--- src/hw/rtl/hsm_pkg.sv ---
// Shared types and constants for the health score monitor.
package hsm_pkg;

    typedef enum logic
    {
        OP_SIGNAL = 1'b0,
        OP_SAMPLE = 1'b1
    } opcode_t;

    typedef enum logic
    {
        REG_WARN = 1'b0,
        REG_CRIT = 1'b1
    } reg_index_t;

    typedef enum logic [1:0]
    {
        STATUS_STABLE   = 2'd0,
        STATUS_WARNING  = 2'd1,
        STATUS_CRITICAL = 2'd2
    } status_t;

    typedef logic [6:0] score_t;

    typedef struct packed
    {
        score_t signal;
        score_t memory;
        score_t timing;
    } score_set_t;

    localparam score_t           ScoreFull  = 7'd100;
    localparam score_t           WarnReset  = 7'd60;
    localparam score_t           CritReset  = 7'd30;
    localparam logic signed [7:0] SigGood   = -8'sd60;
    localparam logic signed [7:0] SigBad    = -8'sd90;
    localparam logic [23:0]      MemGood    = 24'd80000;
    localparam logic [23:0]      MemBad     = 24'd30000;
    localparam logic [15:0]      TimeGood   = 16'd2;
    localparam logic [15:0]      TimeBad    = 16'd20;

endpackage

--- src/hw/rtl/hsm_if.sv ---
// Valid/ready channel interfaces for sample beats and result beats.
interface hsm_in_if;
    logic              valid;
    logic              ready;
    logic              opcode;
    logic signed [7:0] signal_dbm;
    logic [23:0]       heap_free;
    logic [15:0]       loop_ms;

    modport source (output valid, output opcode, output signal_dbm, output heap_free,
                    output loop_ms, input ready);
    modport sink (input valid, input opcode, input signal_dbm, input heap_free,
                  input loop_ms, output ready);
endinterface

interface hsm_out_if;
    logic       valid;
    logic       ready;
    logic [6:0] score_signal;
    logic [6:0] score_memory;
    logic [6:0] score_timing;
    logic [6:0] composite;
    logic [1:0] status;
    logic       warning_event;

    modport source (output valid, output score_signal, output score_memory,
                    output score_timing, output composite, output status,
                    output warning_event, input ready);
    modport sink (input valid, input score_signal, input score_memory,
                  input score_timing, input composite, input status,
                  input warning_event, output ready);
endinterface

--- src/hw/rtl/hsm_subscore.sv ---
// Piecewise-linear sub-scores for signal strength, free heap and loop time.
module hsm_subscore
(
    input  logic signed [7:0]  signal_dbm,
    input  logic [23:0]        heap_free,
    input  logic [15:0]        loop_ms,
    output hsm_pkg::score_set_t scores
);
    import hsm_pkg::*;

    logic signed [8:0] sig_wide;
    logic [4:0]        sig_ofs;
    logic [17:0]       sig_prod;
    logic [23:0]       mem_diff;
    logic [13:0]       mem_quarter;
    logic [27:0]       mem_prod;
    logic [4:0]        time_ofs;
    logic [19:0]       time_prod;

    // floor(x*10/3) = (x*6830)>>11 for x < 30
    assign sig_wide = {signal_dbm[7], signal_dbm} + 9'sd90;
    assign sig_ofs  = sig_wide[4:0];
    assign sig_prod = 18'(sig_ofs) * 18'd6830;

    // floor(d/500) = ((d>>2)*16778)>>21 for d < 50000
    assign mem_diff    = heap_free - MemBad;
    assign mem_quarter = mem_diff[15:2];
    assign mem_prod    = 28'(mem_quarter) * 28'd16778;

    // floor(a*50/9) = (a*45550)>>13 for a < 18
    assign time_ofs  = 5'd20 - loop_ms[4:0];
    assign time_prod = 20'(time_ofs) * 20'd45550;

    always_comb
    begin
        if (signal_dbm <= SigBad)
        begin
            scores.signal = '0;
        end
        else if (signal_dbm >= SigGood)
        begin
            scores.signal = ScoreFull;
        end
        else
        begin
            scores.signal = sig_prod[17:11];
        end

        if (heap_free <= MemBad)
        begin
            scores.memory = '0;
        end
        else if (heap_free >= MemGood)
        begin
            scores.memory = ScoreFull;
        end
        else
        begin
            scores.memory = mem_prod[27:21];
        end

        if (loop_ms >= TimeBad)
        begin
            scores.timing = '0;
        end
        else if (loop_ms <= TimeGood)
        begin
            scores.timing = ScoreFull;
        end
        else
        begin
            scores.timing = time_prod[19:13];
        end
    end

endmodule

--- src/hw/rtl/health_score_monitor_unit.sv ---
// Health score monitor top level: three-register pipeline from sample to result.
//
// Input channel in_ch carries one beat per item. An opcode-0 beat records the
// signal strength and produces nothing; an opcode-1 beat evaluates a sample
// against the most recent signal strength and produces one beat on out_ch.
// The config port (cfg_we, cfg_index, cfg_data) writes warn_threshold (index
// 0) and crit_threshold (index 1); write only while the pipeline is empty.
//
// Pipeline: a sample accepted on in_ch passes through the input register, the
// sub-score register and the result register before it is presented on out_ch.
// Throughput is one beat per cycle while out_ch is ready; the reciprocal
// multipliers for the constant divisions each sit between two registers.
//
// Reset clears all valid flags, restores the thresholds to 60 and 30, the
// stored signal strength to -60 dBm and re-arms the warning event.
// When out_ch stalls, the result register holds and the stages behind it keep
// filling; in_ch.ready drops only once all three stages hold a sample.
module health_score_monitor_unit
(
    input  logic       clk,
    input  logic       rst_n,
    hsm_in_if.sink     in_ch,
    hsm_out_if.source  out_ch,
    input  logic       cfg_we,
    input  logic       cfg_index,
    input  logic [6:0] cfg_data
);
    import hsm_pkg::*;

    score_t            warn_reg;
    score_t            crit_reg;
    logic signed [7:0] last_signal_reg;
    logic              warning_sent_reg;
    logic              warning_sent_next;

    logic              s1_valid_reg;
    logic signed [7:0] s1_rssi_reg;
    logic [23:0]       s1_heap_reg;
    logic [15:0]       s1_loop_reg;

    logic              s2_valid_reg;
    score_set_t        s2_scores_reg;
    score_set_t        sub_scores;

    logic              out_valid_reg;
    score_set_t        out_scores_reg;
    score_t            out_comp_reg;
    status_t           out_status_reg;
    logic              out_event_reg;

    logic              out_free;
    logic              s2_free;
    logic              s1_free;
    logic              in_fire;

    logic [9:0]        comp_sum;
    logic [19:0]       comp_prod;
    score_t            comp_val;
    status_t           status_next;
    logic              event_next;

    assign out_free = !out_valid_reg || out_ch.ready;
    assign s2_free  = !s2_valid_reg || out_free;
    assign s1_free  = !s1_valid_reg || s2_free;
    assign in_fire  = in_ch.valid && s1_free;

    assign in_ch.ready = s1_free;

    always_ff @(posedge clk or negedge rst_n)
    begin
        if (!rst_n)
        begin
            warn_reg <= WarnReset;
            crit_reg <= CritReset;
        end
        else if (cfg_we)
        begin
            case (reg_index_t'(cfg_index))
                REG_WARN: warn_reg <= cfg_data;
                REG_CRIT: crit_reg <= cfg_data;
                default:  warn_reg <= warn_reg;
            endcase
        end
    end

    always_ff @(posedge clk or negedge rst_n)
    begin
        if (!rst_n)
        begin
            last_signal_reg <= SigGood;
        end
        else if (in_fire && opcode_t'(in_ch.opcode) == OP_SIGNAL)
        begin
            last_signal_reg <= in_ch.signal_dbm;
        end
    end

    // stage 1: sample capture
    always_ff @(posedge clk or negedge rst_n)
    begin
        if (!rst_n)
        begin
            s1_valid_reg <= 1'b0;
        end
        else if (s1_free)
        begin
            s1_valid_reg <= in_fire && opcode_t'(in_ch.opcode) == OP_SAMPLE;
        end
    end

    always_ff @(posedge clk)
    begin
        if (in_fire)
        begin
            s1_rssi_reg <= last_signal_reg;
            s1_heap_reg <= in_ch.heap_free;
            s1_loop_reg <= in_ch.loop_ms;
        end
    end

    hsm_subscore u_subscore
    (
        .signal_dbm (s1_rssi_reg),
        .heap_free  (s1_heap_reg),
        .loop_ms    (s1_loop_reg),
        .scores     (sub_scores)
    );

    // stage 2: sub-scores
    always_ff @(posedge clk or negedge rst_n)
    begin
        if (!rst_n)
        begin
            s2_valid_reg <= 1'b0;
        end
        else if (s2_free)
        begin
            s2_valid_reg <= s1_valid_reg;
        end
    end

    always_ff @(posedge clk)
    begin
        if (s2_free && s1_valid_reg)
        begin
            s2_scores_reg <= sub_scores;
        end
    end

    // floor(sum/10) = (sum*820)>>13 for sum <= 1000
    assign comp_sum  = {2'b00, s2_scores_reg.signal, 1'b0}
                     + {1'b0, s2_scores_reg.memory, 2'b00}
                     + {1'b0, s2_scores_reg.timing, 2'b00};
    assign comp_prod = 20'(comp_sum) * 20'd820;
    assign comp_val  = comp_prod[19:13];

    always_comb
    begin
        if (comp_val >= warn_reg)
        begin
            status_next = STATUS_STABLE;
        end
        else if (comp_val >= crit_reg)
        begin
            status_next = STATUS_WARNING;
        end
        else
        begin
            status_next = STATUS_CRITICAL;
        end

        event_next        = (status_next != STATUS_STABLE) && !warning_sent_reg;
        warning_sent_next = (status_next != STATUS_STABLE);
    end

    // stage 3: result
    always_ff @(posedge clk or negedge rst_n)
    begin
        if (!rst_n)
        begin
            out_valid_reg    <= 1'b0;
            warning_sent_reg <= 1'b0;
        end
        else if (out_free)
        begin
            out_valid_reg <= s2_valid_reg;
            if (s2_valid_reg)
            begin
                warning_sent_reg <= warning_sent_next;
            end
        end
    end

    always_ff @(posedge clk)
    begin
        if (out_free && s2_valid_reg)
        begin
            out_scores_reg <= s2_scores_reg;
            out_comp_reg   <= comp_val;
            out_status_reg <= status_next;
            out_event_reg  <= event_next;
        end
    end

    assign out_ch.valid         = out_valid_reg;
    assign out_ch.score_signal  = out_scores_reg.signal;
    assign out_ch.score_memory  = out_scores_reg.memory;
    assign out_ch.score_timing  = out_scores_reg.timing;
    assign out_ch.composite     = out_comp_reg;
    assign out_ch.status        = out_status_reg;
    assign out_ch.warning_event = out_event_reg;

endmodule
--- src/flat_wrapper.sv ---
// flat-port wrapper written by rule: the top's interface ports become plain ports
module health_score_monitor_unit_flat import hsm_pkg::*;
  (clk, rst_n, cfg_we, cfg_index, cfg_data, in_ch_valid, in_ch_opcode, in_ch_signal_dbm, in_ch_heap_free, in_ch_loop_ms, in_ch_ready, out_ch_valid, out_ch_score_signal, out_ch_score_memory, out_ch_score_timing, out_ch_composite, out_ch_status, out_ch_warning_event, out_ch_ready);
  hsm_in_if in_ch_i ();
  hsm_out_if out_ch_i ();
  input  logic clk;
  input  logic rst_n;
  input  logic cfg_we;
  input  logic cfg_index;
  input  logic [6:0] cfg_data;
  input wire logic [$bits(in_ch_i.valid)-1:0] in_ch_valid;
  input wire logic [$bits(in_ch_i.opcode)-1:0] in_ch_opcode;
  input wire logic [$bits(in_ch_i.signal_dbm)-1:0] in_ch_signal_dbm;
  input wire logic [$bits(in_ch_i.heap_free)-1:0] in_ch_heap_free;
  input wire logic [$bits(in_ch_i.loop_ms)-1:0] in_ch_loop_ms;
  output wire logic [$bits(in_ch_i.ready)-1:0] in_ch_ready;
  output wire logic [$bits(out_ch_i.valid)-1:0] out_ch_valid;
  output wire logic [$bits(out_ch_i.score_signal)-1:0] out_ch_score_signal;
  output wire logic [$bits(out_ch_i.score_memory)-1:0] out_ch_score_memory;
  output wire logic [$bits(out_ch_i.score_timing)-1:0] out_ch_score_timing;
  output wire logic [$bits(out_ch_i.composite)-1:0] out_ch_composite;
  output wire logic [$bits(out_ch_i.status)-1:0] out_ch_status;
  output wire logic [$bits(out_ch_i.warning_event)-1:0] out_ch_warning_event;
  input wire logic [$bits(out_ch_i.ready)-1:0] out_ch_ready;
  assign in_ch_i.valid = in_ch_valid;
  assign in_ch_i.opcode = in_ch_opcode;
  assign in_ch_i.signal_dbm = in_ch_signal_dbm;
  assign in_ch_i.heap_free = in_ch_heap_free;
  assign in_ch_i.loop_ms = in_ch_loop_ms;
  assign in_ch_ready = in_ch_i.ready;
  assign out_ch_valid = out_ch_i.valid;
  assign out_ch_score_signal = out_ch_i.score_signal;
  assign out_ch_score_memory = out_ch_i.score_memory;
  assign out_ch_score_timing = out_ch_i.score_timing;
  assign out_ch_composite = out_ch_i.composite;
  assign out_ch_status = out_ch_i.status;
  assign out_ch_warning_event = out_ch_i.warning_event;
  assign out_ch_i.ready = out_ch_ready;
  health_score_monitor_unit u_core (.clk(clk), .rst_n(rst_n), .in_ch(in_ch_i), .out_ch(out_ch_i), .cfg_we(cfg_we), .cfg_index(cfg_index), .cfg_data(cfg_data));
endmodule
--- config.mk ---
export PLATFORM = sky130hd
export DESIGN_NAME = health_score_monitor_unit_flat
export DESIGN_NICKNAME = d
export VERILOG_FILES = /design/src/hw/rtl/hsm_pkg.sv /design/src/hw/rtl/hsm_if.sv /design/src/hw/rtl/hsm_subscore.sv /design/src/hw/rtl/health_score_monitor_unit.sv /design/src/flat_wrapper.sv
export SDC_FILE = /design/constraint.sdc
export NUM_CORES = 1
export LEC_CHECK = 0
export BUFFER_PORTS_ARGS = -buffer_cell sky130_fd_sc_hd__buf_2
export CAP_MARGIN = 5
export CORE_MARGIN = 5
export CORE_UTILIZATION = 25
export DETAILED_ROUTE_END_ITERATION = 7
export PLACE_DENSITY_LB_ADDON = 0.12
export SLEW_MARGIN = 5
export SYNTH_ARGS = -nofsm -noshare
export SYNTH_HDL_FRONTEND = slang
export SYNTH_HIERARCHICAL = 1
export SYNTH_SLANG_ARGS = --single-unit
--- constraint.sdc ---
create_clock -name clk -period 18.27 [get_ports clk]
set_input_delay 5.481 -clock clk [delete_from_list [all_inputs] [get_ports clk]]
set_output_delay 5.481 -clock clk [all_outputs]
set_load 0.05 [all_outputs]
; ---- Word-level counts from Yosys, hierarchy flattened
; Index checks and enable logic that the tools add are counted.
; W data, S select, Z words.
[totals]
out_inout_bits = 33
ff_bits = 126
inputBits = 62
[classes]
muxes = 5
n_addsub = 5
n_lt_le_gt_ge = 8
n_mul = 4
reduce_logical = 20
n_bitwise = 2
[op_table]
columns = op, count
row1 = $mul A14 B14 Y27 const B, 1
row2 = $ge A24 B17 Y1 const B, 1
row3 = $le A24 B15 Y1 const B, 1
row4 = $mux W7, 3
row5 = $mul A5 B15 Y19 const B, 1
row6 = $mul A10 B8 Y18 const B, 1
row7 = $mul A5 B12 Y17 const B, 1
row8 = $ge A16 B5 Y1 const B, 1
row9 = $le A16 B2 Y1 const B, 1
row10 = $sub A16 B15 Y16 const B, 1
row11 = $ge A7 B7 Y1, 2
row12 = $add A10 B9 Y10, 1
row13 = $add A8 B9 Y10, 1
row14 = $ge A8 B7 Y1 const B, 1
row15 = $le A8 B8 Y1 const B, 1
row16 = $logic_and A1 B1 Y1, 6
row17 = $reduce_and A2 Y1, 3
row18 = $reduce_or A2 Y1, 3
row19 = $add A5 B4 Y5 const B, 1
row20 = $sub A5 B5 Y5 const A, 1
row21 = $logic_not A1 Y1, 4
row22 = $mux W2, 2
row23 = $logic_or A1 B1 Y1, 3
row24 = $not A1 Y1, 2
row25 = $reduce_bool A2 Y1, 1

; ---- Longest topological paths before layout
[logic_depth]
depth_word = 8
mapped_depth = 27
ltp_nobuf = 27

; ---- Cells and area by module
; Netlist, hierarchy kept.
[modules_own_cells]
columns = mod, cells_per_inst, area_each_um2, seq_area_each_um2, n_inst
row1 = health_score_monitor_unit, 391, 5962.0, 3667.3, 1
row2 = hsm_subscore, 570, 4803.4, 0.0, 1

; ---- Worst setup path before layout
; No wires, ideal clock.
[synth_timing]
path_kind = input to output
start = input port out_ch_ready
end = output port in_ch_ready
arrival_time_ns = 6.060
path_slack_ns = 6.729
required_time_ns = 12.789
path_stages = 1
cell_sequence = nand4b_1
[synth_between]
elab_chain_len = 3
[synth_rtl]
columns = element, line
row1 = "start, declared", flat_wrapper.sv:24  ; input wire logic [$bits(out_ch_i.ready)-1:0] out_ch_ready;
row2 = $logic_or A1 B1 Y1, health_score_monitor_unit.sv:62  ; assign out_free = !out_valid_reg || out_ch.ready;
row3 = $logic_or A1 B1 Y1, health_score_monitor_unit.sv:63  ; assign s2_free = !s2_valid_reg || out_free;
row4 = $logic_or A1 B1 Y1, health_score_monitor_unit.sv:64  ; assign s1_free = !s1_valid_reg || s2_free;
row5 = "end, declared", flat_wrapper.sv:16  ; output wire logic [$bits(in_ch_i.ready)-1:0] in_ch_ready;
; Every way passes these cells.

; ---- Worst setup path after layout
; Same ends and word-level chain as after synthesis.

==> metrics <==
top library cells by usage in the layout, fill and taps aside=ha_1, inv_1, edfxtp_1; headroom to the max-slew limit=between 30% and 40%; number of buffers and inverters on the critical path=2; cell repeated most along the worst path=buf_2; most used flip-flop cell after synthesis=edfxtp_1; biggest cell delay along the critical path=0.24 ns; TritonCTS clock tree=built; Hold Path Origin=u_core/last_signal_reg[5]$_DFFE_PN0P_; most common library cell in the layout ignoring fill and taps=ha_1; die area=47300 um2; antenna violations before repair=0; data arrival time of the critical path=between 6 and 7 ns; maximum level of the CTS H-tree=4; Final setup viols=0; area fraction of the dominant cell type after synthesis=between 20% and 30%; final clock period utilization by the worst path=62.9%; critical path startpoint=out_ch_ready; ant diodes=0; setup repair after global routing missed its margin=false; quantity of I/O buffers inserted on ports=94; syn_nets=1306; final routed wirelength across all metal layers=24.0 mm; fraction of layout cells with a size suffix above 1=~15%; Sequential Area=around 3700 um2; highest-delay cell along the critical path=buf_2; Synth area leader=edfxtp_1; Multi-input gate area=~6400 um2; biggest fanout along the worst timing path=3; Vias=between 6000 and 7000; number of flip-flops under the largest register name=24; ordered list of cells on the worst path=buf_2, nand4b_1, buf_2; count of mapped cells out of synthesis=about 960; number of DRC violations after detailed routing=0; Total Nets Final=~1400; global-route wire length before repair=between 30 and 40 mm; Overflow after GRT=0; maximum number of pins on one net before global-route repair=50; kind of launch point of the worst setup path=input pin; Yosys warnings=6; Clock Skew=just under 0.01 ns; endpoint type of the worst setup path=output port; vias in the first global route=7303; maxcap violations=0; CTS root buf=clkbuf_16; status=completed; number of flops mapped to enable cells by yosys=100; Wirelength per Cell=roughly 15 um; Hold Violations, Final=0; data required time of the worst path=12.79 ns; Starting Density=between 20 and 30%; total track usage=about a tenth; vertical die dimension=218 um; max frequency=between 80 and 90 MHz; deepest clock path buffer count=2; classification of the worst setup path=input pin to output port; FF+latch count, synth=126; io pins=95; Final TNS setup=0 ns; TritonCTS Sinks=126; Crit Reg-Reg Startpoint=u_core/s2_scores_reg[2]$_DFFE_PP_; biggest area contributors in the synthesized netlist=edfxtp_1, ha_1, fa_1; synthesized area per cell=roughly 11 um2; area of the placeable core=about 43000 um2; register area share after synthesis=34.1%; Std-Cell Rows=76; half-perimeter wire length of the detailed placement result=just over 20 mm; number of buffers inserted for hold repair after clock tree synthesis=0; asr flop ratio synth=between 20% and 30%; Worst-path clk slew=0.06 ns; detailed-route vias per instance=between 4 and 5; library cells used by synthesis=58; Die Width=about 220 um; post-cts repair resize count=0; Register-to-Register Setup Slack=about 11 ns; number of DRC violations after detailed-routing iteration 0=between 200 and 250; synthesis-to-finish area growth=16.5%; placer congestion estimate=about 0.76; Mapped Area=~11000 um2; actual transition at the worst max-transition pin=about 1 ns; DRT Pass-1 Iters=4; CTS Buf Count=17; clock insertion delay at the later pin of the skew report=about 0.44 ns; number of nets with antenna violations after routing=0; count of final max-slew check failures=0; Period minus WS final=11.49 ns; final-layout fill cell count=around 4500; delay-heaviest family, CP=buffers and inverters; setup repair bufs after CTS=0; worst hold path type=register to register
[layout make-up]
class | instances | area share, %
clock buffers | 18 | 3.42
flip-flops and latches | 126 | 29.2
inverters | 171 | 5.12
multi-input cells | 661 | 51.4
clock inverters | 14 | 1.37
well taps | 546 | 5.45
repair buffers | 98 | 3.99
[metal layers]
metal / global-route usage (%) / wire [um] / up-vias / share of wire [%]
met5: 0 / 0 / - / 0
met4: 3.16 / 294 / 0 / 1.2
met3: 2.39 / 871 / 17 / 3.6
met2: 16.9 / 11100 / 103 / 46
met1: 14.3 / 11700 / 3228 / 49
li1: - / - / 3598 / -
[synth_stat cells (4+ instances only)]
cell type,instances
xor2_1,22
a31oi_1,7
nand3_1,14
dfrtp_1,15
edfxtp_1,100
nor4_1,9
nor3_1,9
mux2_2,16
a41oi_1,4
nand4b_1,4
xnor2_1,34
nor2_1,36
ha_1,222
a211oi_1,10
nand4_1,10
a21o_1,18
nand2_1,36
fa_1,61
dfstp_2,11
or3_1,5
a21oi_1,38
o21a_1,9
inv_1,171
nand2b_1,10
o21ai_0,33
and2_1,4
nor2b_1,9
[worst reg2reg max path: stages, from the launching register on]
cell	delay, ns
edfxtp_1	0.48
fa_1	0.54
ha_1	0.31
a21o_1	0.18
a21oi_1	0.24
o21bai_1	0.10
a21oi_1	0.25
xnor2_1	0.28
ha_1	0.36
fa_1	0.47
fa_1	0.51
fa_1	0.49
ha_1	0.34
a21o_1	0.20
a31o_2	0.26
a22oi_1	0.21
o21ai_0	0.13
xnor2_1	0.31
ha_1	0.31
and3_1	0.21
a221oi_1	0.36
a21oi_1	0.13
[stage by stage]
stage	utilization [%]	setup WS [ns]	instance area (um2)	std cells	hold slack, ns
2_1_floorplan	-	6.73	10800	961	0.419
3_3_place_gp	27.9	6.77	11900	1602	0.427
3_5_place_dp	27.9	6.78	11900	1602	0.432
4_1_cts	29.3	6.78	12500	1634	0.442
5_1_grt	29.3	6.73	12500	1634	0.456
6_report	29.3	6.78	12500	1634	0.444
[worst paths after layout]
kind,cells past startpoint,endpoint
setup / recovery,3,in_ch_ready
hold / removal,0,u_core/s1_rssi_reg[5]$_DFFE_PP_
setup reg to reg,21,u_core/out_ch.status[0]$_DFFE_PP_
hold reg to reg,0,u_core/s1_rssi_reg[5]$_DFFE_PP_
max in group asynchronous,1,u_core/last_signal_reg[3]$_DFFE_PN0P_
min in group asynchronous,1,u_core/warning_sent_reg$_DFFE_PN0P_
[kinds of logic (layout without fill, tap and decap cells)]
kind of cell / Yosys count / count (layout) / share of synthesized area (%)
flops: 126 / 126 / 34.1
compound gates: 148 / 148 / 8.95
buf+inv: 174 / 301 / 6.08
mux: 17 / 17 / 1.77
xor+xnor: 56 / 56 / 4.56
simple gates: 157 / 157 / 7.44
fa+ha+maj: 283 / 283 / 37.1
Power is left out: the tool's default activity adds up to more than one toggle a clock period on the data nets, which glitch-free logic cannot reach.
